==> src/rtl/core/two_stack_queue_top_assert.svh <==
// Assertion macros used by the two-stack queue controller.
`ifndef TWO_STACK_QUEUE_TOP_ASSERT_SVH
`define TWO_STACK_QUEUE_TOP_ASSERT_SVH

// Property checked on every rising clock edge outside reset.
`define TSQ_ASSERT(lbl, prop, msg) \
	lbl: assert property (@(posedge clk) disable iff (!arst_n) prop) else $error(msg);

// Condition that must never hold outside reset.
`define TSQ_NEVER(lbl, expr, msg) \
	lbl: assert property (@(posedge clk) disable iff (!arst_n) !(expr)) else $error(msg);

`endif

==> src/rtl/core/tsq_pkg.sv <==
// Types and constants of the two-stack queue.
`timescale 1ns / 1ps
`default_nettype none

package tsq_pkg;

	localparam int TSQ_DATA_W      = 32;
	localparam int TSQ_STACK_DEPTH = 128;

	typedef enum logic {
		OP_ENQ = 1'b0,
		OP_DEQ = 1'b1
	} tsq_op_t;

	typedef enum logic [1:0] {
		ST_OK       = 2'd0,
		ST_OVERFLOW = 2'd1,
		ST_EMPTY    = 2'd2
	} tsq_status_t;

	typedef enum logic [1:0] {
		S_IDLE,
		S_XFER,
		S_DEQ_RD
	} tsq_state_t;

	typedef struct packed {
		tsq_op_t                       opcode;
		logic signed [TSQ_DATA_W-1:0]  value;
	} tsq_in_t;

	typedef struct packed {
		logic signed [TSQ_DATA_W-1:0]  data;
		tsq_status_t                   status;
	} tsq_out_t;

	// Port strobes of one stack memory.
	typedef struct packed {
		logic we;
		logic re;
	} tsq_mem_ctl_t;

endpackage

`default_nettype wire

==> src/rtl/core/tsq_stack_mem.sv <==
// Stack storage: one write port, one read port with registered read data.
`timescale 1ns / 1ps
`default_nettype none

module tsq_stack_mem
	import tsq_pkg::*;
#(
	parameter int DEPTH = TSQ_STACK_DEPTH,
	localparam int AW   = (DEPTH > 1) ? $clog2(DEPTH) : 1
) (
	input  wire logic                  clk,
	input  wire tsq_mem_ctl_t          ctl,
	input  wire logic [AW-1:0]         waddr,
	input  wire logic [TSQ_DATA_W-1:0] wdata,
	input  wire logic [AW-1:0]         raddr,
	output logic      [TSQ_DATA_W-1:0] rdata
);

	logic [TSQ_DATA_W-1:0] mem [DEPTH];

	always_ff @(posedge clk) begin
		if (ctl.we) begin
			mem[waddr] <= wdata;
		end
	end

	always_ff @(posedge clk) begin
		if (ctl.re) begin
			rdata <= mem[raddr];
		end
	end

endmodule

`default_nettype wire

==> config.mk <==
export PLATFORM = sky130hd
export DESIGN_NAME = tsq_stack_mem
export DESIGN_NICKNAME = d
export VERILOG_FILES = /design/src/rtl/core/two_stack_queue_top_assert.svh /design/src/rtl/core/tsq_pkg.sv /design/src/rtl/core/tsq_stack_mem.sv
export SDC_FILE = /design/constraint.sdc
export NUM_CORES = 2
export LEC_CHECK = 0
export CAP_MARGIN = 20
export CORE_ASPECT_RATIO = 1.25
export CORE_MARGIN = 4
export CORE_UTILIZATION = 30
export CTS_CLUSTER_SIZE = 20
export DETAILED_ROUTE_END_ITERATION = 12
export DONT_BUFFER_PORTS = 1
export PLACE_DENSITY = 0.4
export SLEW_MARGIN = 5
export SYNTH_ARGS = -nofsm -noshare
export SYNTH_HDL_FRONTEND = slang
export SYNTH_SLANG_ARGS = --single-unit
==> constraint.sdc <==
create_clock -name clk -period 5 [get_ports clk]
set_input_delay 0.75 -clock clk [delete_from_list [all_inputs] [get_ports clk]]
set_output_delay 0.75 -clock clk [all_outputs]
set_load 0.02 [all_outputs]
==> results.yml <==
yosys:
  synth_area_um2: 157000
  synth_cells: 5990
  yosysSeqAreaShare_pct: 79.2
  avgSynthCellArea_um2: 26.1
  ys_ff_latch: 4128
  synthesis.nets: 6039
  synth_cell_type_count: 16
  yosysWarnings: 0
layout:
  final_nets: 6432
  layout_common_cells: "edfxtp_1, mux4_2, clkbuf_16"
  postLayoutCellArea_um2: 183000
  final_common_cell: "edfxtp_1"
  drive_gt1_share_pct: 34.9
  fillCellCount: 47500
  syn2layout_area_growth_pct: 16.8
pwr:
  seqPwrFrac_pct: 52.1
  vdd_ir_drop_max_mv: 0.305
  switching_share_pct: 22.0
  leakage_nw: 54.9
  internal_power_w: 0.0576
  p_comb_share_pct: 5.1
  report.power.total_w: 0.0738
  p_sw_w: 0.0162
  power.density_nw_per_um2: 404
  p_clk_share_pct: 42.7
clocking:
  cts_made_buffers: 436
  h-tree-depth: 5
  root_buffer: "clkbuf_16"
  post_cts_buffers: 0
  insertion_delay_ns: 1.01
  path_clk_slew_ns: 0.06
  clkSinkCount: 4128
  cts_tree: "done"
  cts_buffer_depth: 4
global_route:
  grt_pass1_wl_um: 684000
  grt_pass1_vias: 74500
  grt-ovfl-total: 0
  grt_max_degree: 257
  grt_use_total_pct: 18.9
  grt_antenna_before_repair: 35
status:
  outcome: "complete, but fails checks"
  violations: "slew limit"
setup_path:
  reg2reg_slack_ns: 2.19
  worst_setup_path_end_kind: "register"
  arrival_ns: 5.58
  reg2reg_depth: 4
  rr_endpoint: "rdata[30]$_DFFE_PP_"
  r2r-start: "mem[119][30]$_DFFE_PP_"
  worstPathRequired_ns: 5.75
  crit_type: "in -> reg"
  endpoint: "rdata[19]$_DFFE_PP_"
  worst-path-max-fanout: 133
  crit_start: "raddr[2]"
  cp-start-kind: "input pin"
place:
  gp_congestion: 0.745
  dpl-instance-area_um2: 167000
  port_buffers: 0
  dp_hpwl_um: 254000
timing:
  final.min_clock_period_ns: 4.83
  finalSetupViolCount: 0
  fin_skew_ns: 0.0565
  finalCritPeriodShare_pct: 96.7
  max-slew-margin-rel_pct: -4.84
  fmax_mhz: 207
  tightest_slew_ns: 1.57
  drv_slew: 69
  finalHoldViolCount: 0
  rsz0062_at_grt: "false"
routing:
  drt_iter0_markers: 8592
  wl_um: 511000
  first_pass_iters: 5
  drc_errors: 0
  wire_per_inst_um: 37.5
  vias: 70300
  vias_per_cell: 5.16
  antenna_left: 0
die:
  start_util_pct: 30.1
  fp.dieH_um: 816
  row_count: 296
  die_w_um: 654
  io_pins: 81
  die-area_um2: 534000
  core_area_um2: 520000
worst_hold_path:
  min_path_type: "in -> reg"
job:
  drv_cap: 0
stage by stage:
| stage | setup slack (ns) | hold WS, ns | util (%) | instances | setup TNS [ns] |
|---|---|---|---|---|---|
| floorplan | 1.01 | 0.849 | - | 5990 | 0 |
| global placement | -1.97 | 0.873 | 32.2 | 12700 | -61.25 |
| detailed placement | -2.00 | 0.872 | 32.2 | 12700 | -56.35 |
| CTS | 0.153 | 0.0373 | 35.1 | 13600 | 0 |
| global route | 0.0101 | 0.0958 | 35.2 | 13600 | 0 |
| finish | 0.166 | 0.154 | 35.2 | 13600 | 0 |
per-layer routing:
metal | wire [um] | global-route usage [%]
met5 | 21 | 0
met2 | 266000 | 33.4
met4 | 10100 | 3.79
met1 | 208000 | 24.6
met3 | 26900 | 3.08
registers in the layout, summed over array words and instances, names as in the netlist:
register / cells
mem: 4096
rdata: 32
power by group through the flow:
stage | logic [W] | registers, W | clock network [W]
after CTS | 0.00384 | 0.0385 | 0.0324
after floorplan | 0.00184 | 0.0391 | 0
final | 0.00380 | 0.0385 | 0.0316
after global placement | 0.00296 | 0.0392 | 0
after detailed placement | 0.00298 | 0.0392 | 0
after global routing | 0.00400 | 0.0385 | 0.0339
Yosys cell counts:
cell,instances,area (um2)
nand4_1,3,18.8
buf_4,3,22.5
edfxtp_1,4128,124000
nand2b_1,2,12.5
buf_2,79,395
nor3_1,9,45.0
nor2_1,122,458
mux2_2,32,360
buf_1,50,188
or3_1,1,6.26
mux4_2,1344,30300
clkbuf_1,182,683
nor2b_1,7,43.8
buf_6,2,22.5
nand2_1,14,52.6
nand3_1,12,60.1
worst max-delay path: stages:
cell    delay (ns)
buf_16        0.29
buf_16        0.45
buf_16        0.63
buf_16        0.47
buf_16        0.58
mux4_2        0.46
mux4_2        0.52
buf_12        0.17
mux4_2        0.45
mux2_2        0.26
final cells by class:
class                      count  area, um2  area share (%)
tap                         6854       8580            4.69
timing repair buffer         271       4290            2.35
clock buffer                 539      11400            6.22
sequential                  4128     124000            67.8
antenna                       25       62.6          0.0342
multi-input combinational   1546      32300            17.7
clock inverter               257       2340            1.28
how the worst min path moves through the flow:
| stage | from | end | depth (start not counted) |
|---|---|---|---|
| final | wdata[10] | mem[73][10]$_DFFE_PP_ | 1 |
| after global routing | wdata[8] | mem[16][8]$_DFFE_PP_ | 1 |
| after CTS | wdata[8] | mem[2][8]$_DFFE_PP_ | 1 |
| after detailed placement | wdata[25] | mem[84][25]$_DFFE_PP_ | 0 |
| after global placement | wdata[5] | mem[104][5]$_DFFE_PP_ | 0 |
| after floorplan | wdata[0] | mem[0][0]$_DFFE_PP_ | 0 |
cell families (layout without fill, tap and decap cells):
group,count (synthesis),count (layout),share of synthesized area [%]
simple gates,170,170,0.445
mux,1376,1376,19.6
buf+inv,316,1067,0.837
other cells,0,25,0
flops,4128,4128,79.2
what timing repair did:
| action | CTS | global route |
|---|---|---|
| endpoints found under the setup margin | 32 | 19 |
| hold buffers | 47 | 0 |
| hold endpoints to repair | 3773 | 0 |
| cloned | 6 | 1 |
| gates resized for setup | 0 | 1 |
No activity file was read; power rests on OpenSTA's default activity.
