File: src/rtl/core/two_stack_queue_top_assert.svh
// Assertion macros used by the two-stack queue controller.
`ifndef TWO_STACK_QUEUE_TOP_ASSERT_SVH
`define TWO_STACK_QUEUE_TOP_ASSERT_SVH

// Property checked on every rising clock edge outside reset.
`define TSQ_ASSERT(lbl, prop, msg) \
	lbl: assert property (@(posedge clk) disable iff (!arst_n) prop) else $error(msg);

// Condition that must never hold outside reset.
`define TSQ_NEVER(lbl, expr, msg) \
	lbl: assert property (@(posedge clk) disable iff (!arst_n) !(expr)) else $error(msg);

`endif

File: src/rtl/core/tsq_pkg.sv
// Types and constants of the two-stack queue.
`timescale 1ns / 1ps
`default_nettype none

package tsq_pkg;

	localparam int TSQ_DATA_W      = 32;
	localparam int TSQ_STACK_DEPTH = 128;

	typedef enum logic {
		OP_ENQ = 1'b0,
		OP_DEQ = 1'b1
	} tsq_op_t;

	typedef enum logic [1:0] {
		ST_OK       = 2'd0,
		ST_OVERFLOW = 2'd1,
		ST_EMPTY    = 2'd2
	} tsq_status_t;

	typedef enum logic [1:0] {
		S_IDLE,
		S_XFER,
		S_DEQ_RD
	} tsq_state_t;

	typedef struct packed {
		tsq_op_t                       opcode;
		logic signed [TSQ_DATA_W-1:0]  value;
	} tsq_in_t;

	typedef struct packed {
		logic signed [TSQ_DATA_W-1:0]  data;
		tsq_status_t                   status;
	} tsq_out_t;

	// Port strobes of one stack memory.
	typedef struct packed {
		logic we;
		logic re;
	} tsq_mem_ctl_t;

endpackage

`default_nettype wire

File: src/rtl/core/tsq_ctrl.sv
// Queue sequencer: stack counts, transfer loop and result register.
`timescale 1ns / 1ps
`default_nettype none
`include "two_stack_queue_top_assert.svh"

module tsq_ctrl
	import tsq_pkg::*;
#(
	parameter int DEPTH = TSQ_STACK_DEPTH,
	localparam int AW   = (DEPTH > 1) ? $clog2(DEPTH) : 1,
	localparam int CW   = $clog2(DEPTH + 1)
) (
	input  wire logic                  clk,
	input  wire logic                  arst_n,
	input  wire logic                  start,
	output logic                       busy,
	input  wire tsq_in_t               cmd,
	output logic                       valid,
	output tsq_out_t                   rsp,
	output tsq_mem_ctl_t               back_ctl,
	output logic [AW-1:0]              back_waddr,
	output logic [TSQ_DATA_W-1:0]      back_wdata,
	output logic [AW-1:0]              back_raddr,
	input  wire logic [TSQ_DATA_W-1:0] back_rdata,
	output tsq_mem_ctl_t               front_ctl,
	output logic [AW-1:0]              front_waddr,
	output logic [TSQ_DATA_W-1:0]      front_wdata,
	output logic [AW-1:0]              front_raddr,
	input  wire logic [TSQ_DATA_W-1:0] front_rdata
);

	tsq_state_t       state_q, state_d;
	logic [CW-1:0]    back_cnt_q, front_cnt_q;
	logic [CW-1:0]    back_dec, front_dec;
	logic             xfer_pend_s1;
	logic             valid_q;
	tsq_out_t         rsp_q;
	logic             accept, is_enq, back_full, back_empty, front_empty, xfer_done;

	assign accept      = start && (state_q == S_IDLE);
	assign is_enq      = (cmd.opcode == OP_ENQ);
	assign back_full   = (back_cnt_q == CW'(DEPTH));
	assign back_empty  = (back_cnt_q == '0);
	assign front_empty = (front_cnt_q == '0);
	assign back_dec    = back_cnt_q - CW'(1);
	assign front_dec   = front_cnt_q - CW'(1);
	assign xfer_done   = back_empty && !xfer_pend_s1;

	always_comb begin
		state_d = state_q;
		case (state_q)
			S_IDLE: begin
				if (accept && !is_enq) begin
					if (!front_empty) begin
						state_d = S_DEQ_RD;
					end else if (!back_empty) begin
						state_d = S_XFER;
					end
				end
			end
			S_XFER: begin
				if (xfer_done) begin
					state_d = S_DEQ_RD;
				end
			end
			S_DEQ_RD: state_d = S_IDLE;
			default:  state_d = S_IDLE;
		endcase
	end

	always_comb begin
		back_ctl     = '0;
		front_ctl    = '0;
		back_waddr   = back_cnt_q[AW-1:0];
		back_wdata   = cmd.value;
		back_raddr   = back_dec[AW-1:0];
		front_waddr  = front_cnt_q[AW-1:0];
		front_wdata  = back_rdata;
		front_raddr  = front_dec[AW-1:0];
		case (state_q)
			S_IDLE: begin
				back_ctl.we  = accept && is_enq && !back_full;
				front_ctl.re = accept && !is_enq && !front_empty;
			end
			S_XFER: begin
				// pop back while the previous word lands on the front stack
				back_ctl.re  = !back_empty;
				front_ctl.we = xfer_pend_s1;
				front_ctl.re = xfer_done;
			end
			S_DEQ_RD: begin
			end
			default: begin
			end
		endcase
	end

	always_ff @(posedge clk or negedge arst_n) begin
		if (!arst_n) begin
			state_q      <= S_IDLE;
			back_cnt_q   <= '0;
			front_cnt_q  <= '0;
			xfer_pend_s1 <= 1'b0;
			valid_q      <= 1'b0;
		end else begin
			state_q      <= state_d;
			xfer_pend_s1 <= back_ctl.re;
			valid_q      <= (accept && (is_enq || (front_empty && back_empty)))
			                || (state_q == S_DEQ_RD);
			if (back_ctl.we) begin
				back_cnt_q <= back_cnt_q + CW'(1);
			end else if (back_ctl.re) begin
				back_cnt_q <= back_dec;
			end
			if (front_ctl.we) begin
				front_cnt_q <= front_cnt_q + CW'(1);
			end else if (state_q == S_DEQ_RD) begin
				front_cnt_q <= front_dec;
			end
		end
	end

	always_ff @(posedge clk) begin
		if (state_q == S_DEQ_RD) begin
			rsp_q.data   <= front_rdata;
			rsp_q.status <= ST_OK;
		end else if (accept) begin
			rsp_q.data <= '0;
			if (is_enq) begin
				rsp_q.status <= back_full ? ST_OVERFLOW : ST_OK;
			end else begin
				rsp_q.status <= ST_EMPTY;
			end
		end
	end

	assign busy  = (state_q != S_IDLE);
	assign valid = valid_q;
	assign rsp   = rsp_q;

	`TSQ_NEVER(a_back_cnt_range, back_cnt_q > CW'(DEPTH), "back count beyond depth")
	`TSQ_NEVER(a_front_wr_range, front_ctl.we && (front_cnt_q >= CW'(DEPTH)), "front stack overrun")
	`TSQ_ASSERT(a_deq_not_empty, (state_q == S_DEQ_RD) |-> !front_empty, "pop of empty front stack")
	`TSQ_ASSERT(a_enq_result, (accept && is_enq) |=> valid_q, "enqueue without result")

endmodule

`default_nettype wire

File: config.mk
export PLATFORM = sky130hd
export DESIGN_NAME = tsq_ctrl
export DESIGN_NICKNAME = d
export VERILOG_FILES = /design/src/rtl/core/tsq_pkg.sv /design/src/rtl/core/tsq_ctrl.sv
export VERILOG_INCLUDE_DIRS = /design/src /design/src/rtl/core
export SDC_FILE = /design/constraint.sdc
export NUM_CORES = 1
export LEC_CHECK = 0
export ABC_AREA = 1
export BUFFER_PORTS_ARGS = -buffer_cell sky130_fd_sc_hd__buf_2
export CAP_MARGIN = 25
export CORE_ASPECT_RATIO = 1.5
export CORE_MARGIN = 2
export CORE_UTILIZATION = 25
export CTS_CLUSTER_SIZE = 20
export DETAILED_ROUTE_END_ITERATION = 6
export PLACE_DENSITY_LB_ADDON = 0.2
export RECOVER_POWER = 50
export SLEW_MARGIN = 20
export SYNTH_ARGS = -nofsm -noshare
export SYNTH_HDL_FRONTEND = slang
export SYNTH_SLANG_ARGS = --single-unit
File: constraint.sdc
create_clock -name clk -period 2.5 [get_ports clk]
set_input_delay 0.25 -clock clk [delete_from_list [all_inputs] [get_ports clk]]
set_output_delay 0.25 -clock clk [all_outputs]
set_load 0.01 [all_outputs]
==> results.json <==
{
  "status": "finished clean",
  "cp_top_family": "buffers and inverters",
  "die_w_um": 100,
  "grt_pass1_wl_um": 14700,
  "dp_hpwl_um": 7960,
  "cts-htree-levels": 2,
  "critPathRequiredTime_ps": 2250,
  "rr_startpoint": "back_cnt_q[0]",
  "ys_warn_count": 0,
  "synth_compound_area_share_pct": 3.13,
  "overflow": 0,
  "min_path_type": "in -> reg",
  "stdcell_area_sq_um": 3700,
  "path_max_fanout": 5,
  "finalCriticalPeriod_ps": 2120,
  "synth_xor_area_share_pct": 3.52,
  "viasPerCell": 4.27,
  "maxSlewHeadroom_pct": 10.2,
  "hold_viol": 0,
  "start_util_pct": 25.7,
  "cp_slowest_cell": "dfrtp_1",
  "insertedDiodeCount": 0,
  "io_buffers": 103,
  "tightest_slew_ps": 1350,
  "antenna_found_initial": 0,
  "hold-path-cell-count": 3,
  "synth_mux_area_share_pct": 0,
  "clock_skew_ps": 14.1,
  "synth_cell_type_count": 31,
  "grtUsageTotal_pct": 13.1,
  "setup_tns_ps": 0,
  "routedWlPerCell_um": 16.4,
  "clockRootBuffer": "clkbuf_16",
  "drc_errors": 0,
  "ios": 232,
  "drive_gt1_share_pct": 22.7,
  "regToRegSetupSlack_ps": 780,
  "rsz0062_at_grt": "no",
  "grt_pass1_vias": 2597,
  "dpl_cell_area_sq_um": 3590,
  "synthAdderAreaFrac_pct": 2.16,
  "gp_congestion": 0.869,
  "syn_area_sq_um": 3480,
  "min_from": "front_rdata[29]",
  "grt_max_degree": 43,
  "num_rows": 52,
  "finalCritPeriodShare_pct": 84.8,
  "cts_made_buffers": 5,
  "vias": 2585,
  "leakage_uw": 0.00182,
  "postSynthCellCount": 413,
  "async_reset_ff_share_pct": 37.0,
  "ctsResizeCount": 0,
  "critPathLaunchType": "register",
  "wirelength_um": 9930,
  "firstDrtPassIters": 4,
  "drv_slew": 0,
  "clock-sinks": 54,
  "avgSynthCellArea_sq_um": 8.43,
  "ant_nets": 0,
  "reg2reg_depth": 9,
  "synth-seq-cells": 54,
  "yosys.area_share.simple_pct": 23.3,
  "area_growth_pct": 6.33,
  "cp_num_buf_inv": 3,
  "fmax_mhz": 472,
  "path_class": "reg -> out",
  "synth_top_family_by_area": "buffers and inverters",
  "fp.dieH_um": 149,
  "rr_endpoint": "back_cnt_q[1]",
  "arrival_ps": 1870,
  "critPathMaxStageDelay_ps": 430,
  "clockBufferDepth": 2,
  "peakVddDrop_mv": 0.501,
  "core_sq_um": 13500,
  "finalSetupViolations": 0,
  "nFillCells": 1506,
  "synth-edff-count": 32,
  "cts_tree": "done",
  "die_area_sq_um": 14900,
  "endpoint_kind": "output pin",
  "ys_seq_area_share_pct": 43.1,
  "power_density_nw_per_um2": 841,
  "drt_iter0_drc": 73,
  "min_to": "rsp[31]",
  "setup.worst_path.start": "back_cnt_q[0]",
  "nets": 549,
  "cap_violations": 0,
  "worstPathCellList": "inv_1 -> ha_1 -> nand2_4 -> clkinv_2 -> nand2_2 -> o31ai_1 -> buf_2",
  "path_clk_slew_ps": 80,
  "clk_latency_ps": 300,
  "synth.net_count": 519,
  "final_cell_mix": "nand2_1, buf_2, inv_1, nor2_1, clkbuf_1",
  "yosys_most_used_dff": "edfxtp_1"
}
[how the worst max path moves through the flow]
stage / end / cells after the start / slack [ps]
floorplan: rsp[10] / 4 / 580
global placement: front_ctl[0] / 7 / 660
detailed placement: front_ctl[0] / 7 / 650
CTS: front_ctl[0] / 7 / 300
global route: front_ctl[0] / 7 / 200
finish: front_ctl[0] / 7 / 380
[cell families after synthesis]
family	after synthesis
DFF	54
xor gates and xnor gates	14
adders and majority gates	6
buffers and inverters	146
AOI/OAI and AO/OA	19
and+or+nand+nor	174
[power breakdown]
group,internal [uW],switching (uW)
logic,428,731
clock network,372,334
registers,1080,166
total,1880,1230
[flip-flops by register name, indices dropped and copies added, names as in the netlist]
name / cells
back_cnt_q: 8
front_cnt_q: 8
rsp: 34
state_q: 2
valid: 1
xfer_pend_s1: 1
[synthesized netlist by cell type, types with 2 or more instances]
cell type | n | share of area, %
a21oi_1 | 2 | 0.29
a31oi_1 | 2 | 0.36
buf_2 | 4 | 0.58
buf_4 | 78 | 17
buf_6 | 2 | 0.65
dfrtp_1 | 20 | 14
dfxtp_1 | 2 | 1.2
edfxtp_1 | 32 | 28
ha_1 | 6 | 2.2
inv_1 | 60 | 6.5
nand2_1 | 67 | 7.2
nand2_2 | 6 | 1.1
nand2_4 | 3 | 0.97
nand3_1 | 22 | 3.2
nand4_1 | 2 | 0.36
nor2_1 | 60 | 6.5
nor2_2 | 5 | 0.90
nor2_4 | 5 | 1.6
o21ai_0 | 7 | 1.0
o21ai_1 | 3 | 0.43
o21bai_1 | 2 | 0.43
o31ai_1 | 2 | 0.43
xor2_1 | 13 | 3.3
[per-stage QoR]
step / setup slack [ps] / utilization [%] / total power [uW] / std cells / hold WS, ps
2_1_floorplan: 583 / - / 2210 / 413 / -45.6
3_3_place_gp: 660 / 26.6 / 2440 / 597 / 280
3_5_place_dp: 653 / 26.6 / 2450 / 597 / 293
4_1_cts: 298 / 27.7 / 3180 / 606 / 247
5_1_grt: 196 / 27.3 / 3360 / 606 / 258
6_report: 380 / 27.3 / 3110 / 606 / 250
[what timing repair did]
item | in CTS | in global routing
endpoints found under the hold margin | 20 | 0
hold buffers | 1 | 0
setup endpoints to repair | 0 | 0
buffers inserted | 0 | 0
[per-layer routing]
metal	up-vias	share of wire [%]	track usage, %
met5	-	0	0
met4	0	5.9	8.77
met3	52	12	5.22
met2	145	49	23.0
met1	1132	33	12.3
li1	1256	-	-
[worst min-delay path, cell delays in order]
cell	delay, ps
buf_2	70
inv_1	30
nor2_1	80
[cell type report]
| class | count | area, sq um | area share (%) |
|---|---|---|---|
| Clock buffer | 6 | 129 | 3.48 |
| Clock inverter | 2 | 13.8 | 0.372 |
| Tap cell | 162 | 203 | 5.48 |
| Multi-Input combinational cell | 213 | 1120 | 30.2 |
| Timing Repair Buffer | 107 | 503 | 13.6 |
| Sequential cell | 54 | 1500 | 40.6 |
| Inverter | 62 | 234 | 6.32 |
Note: power is estimated with default switching activity, not from simulation.
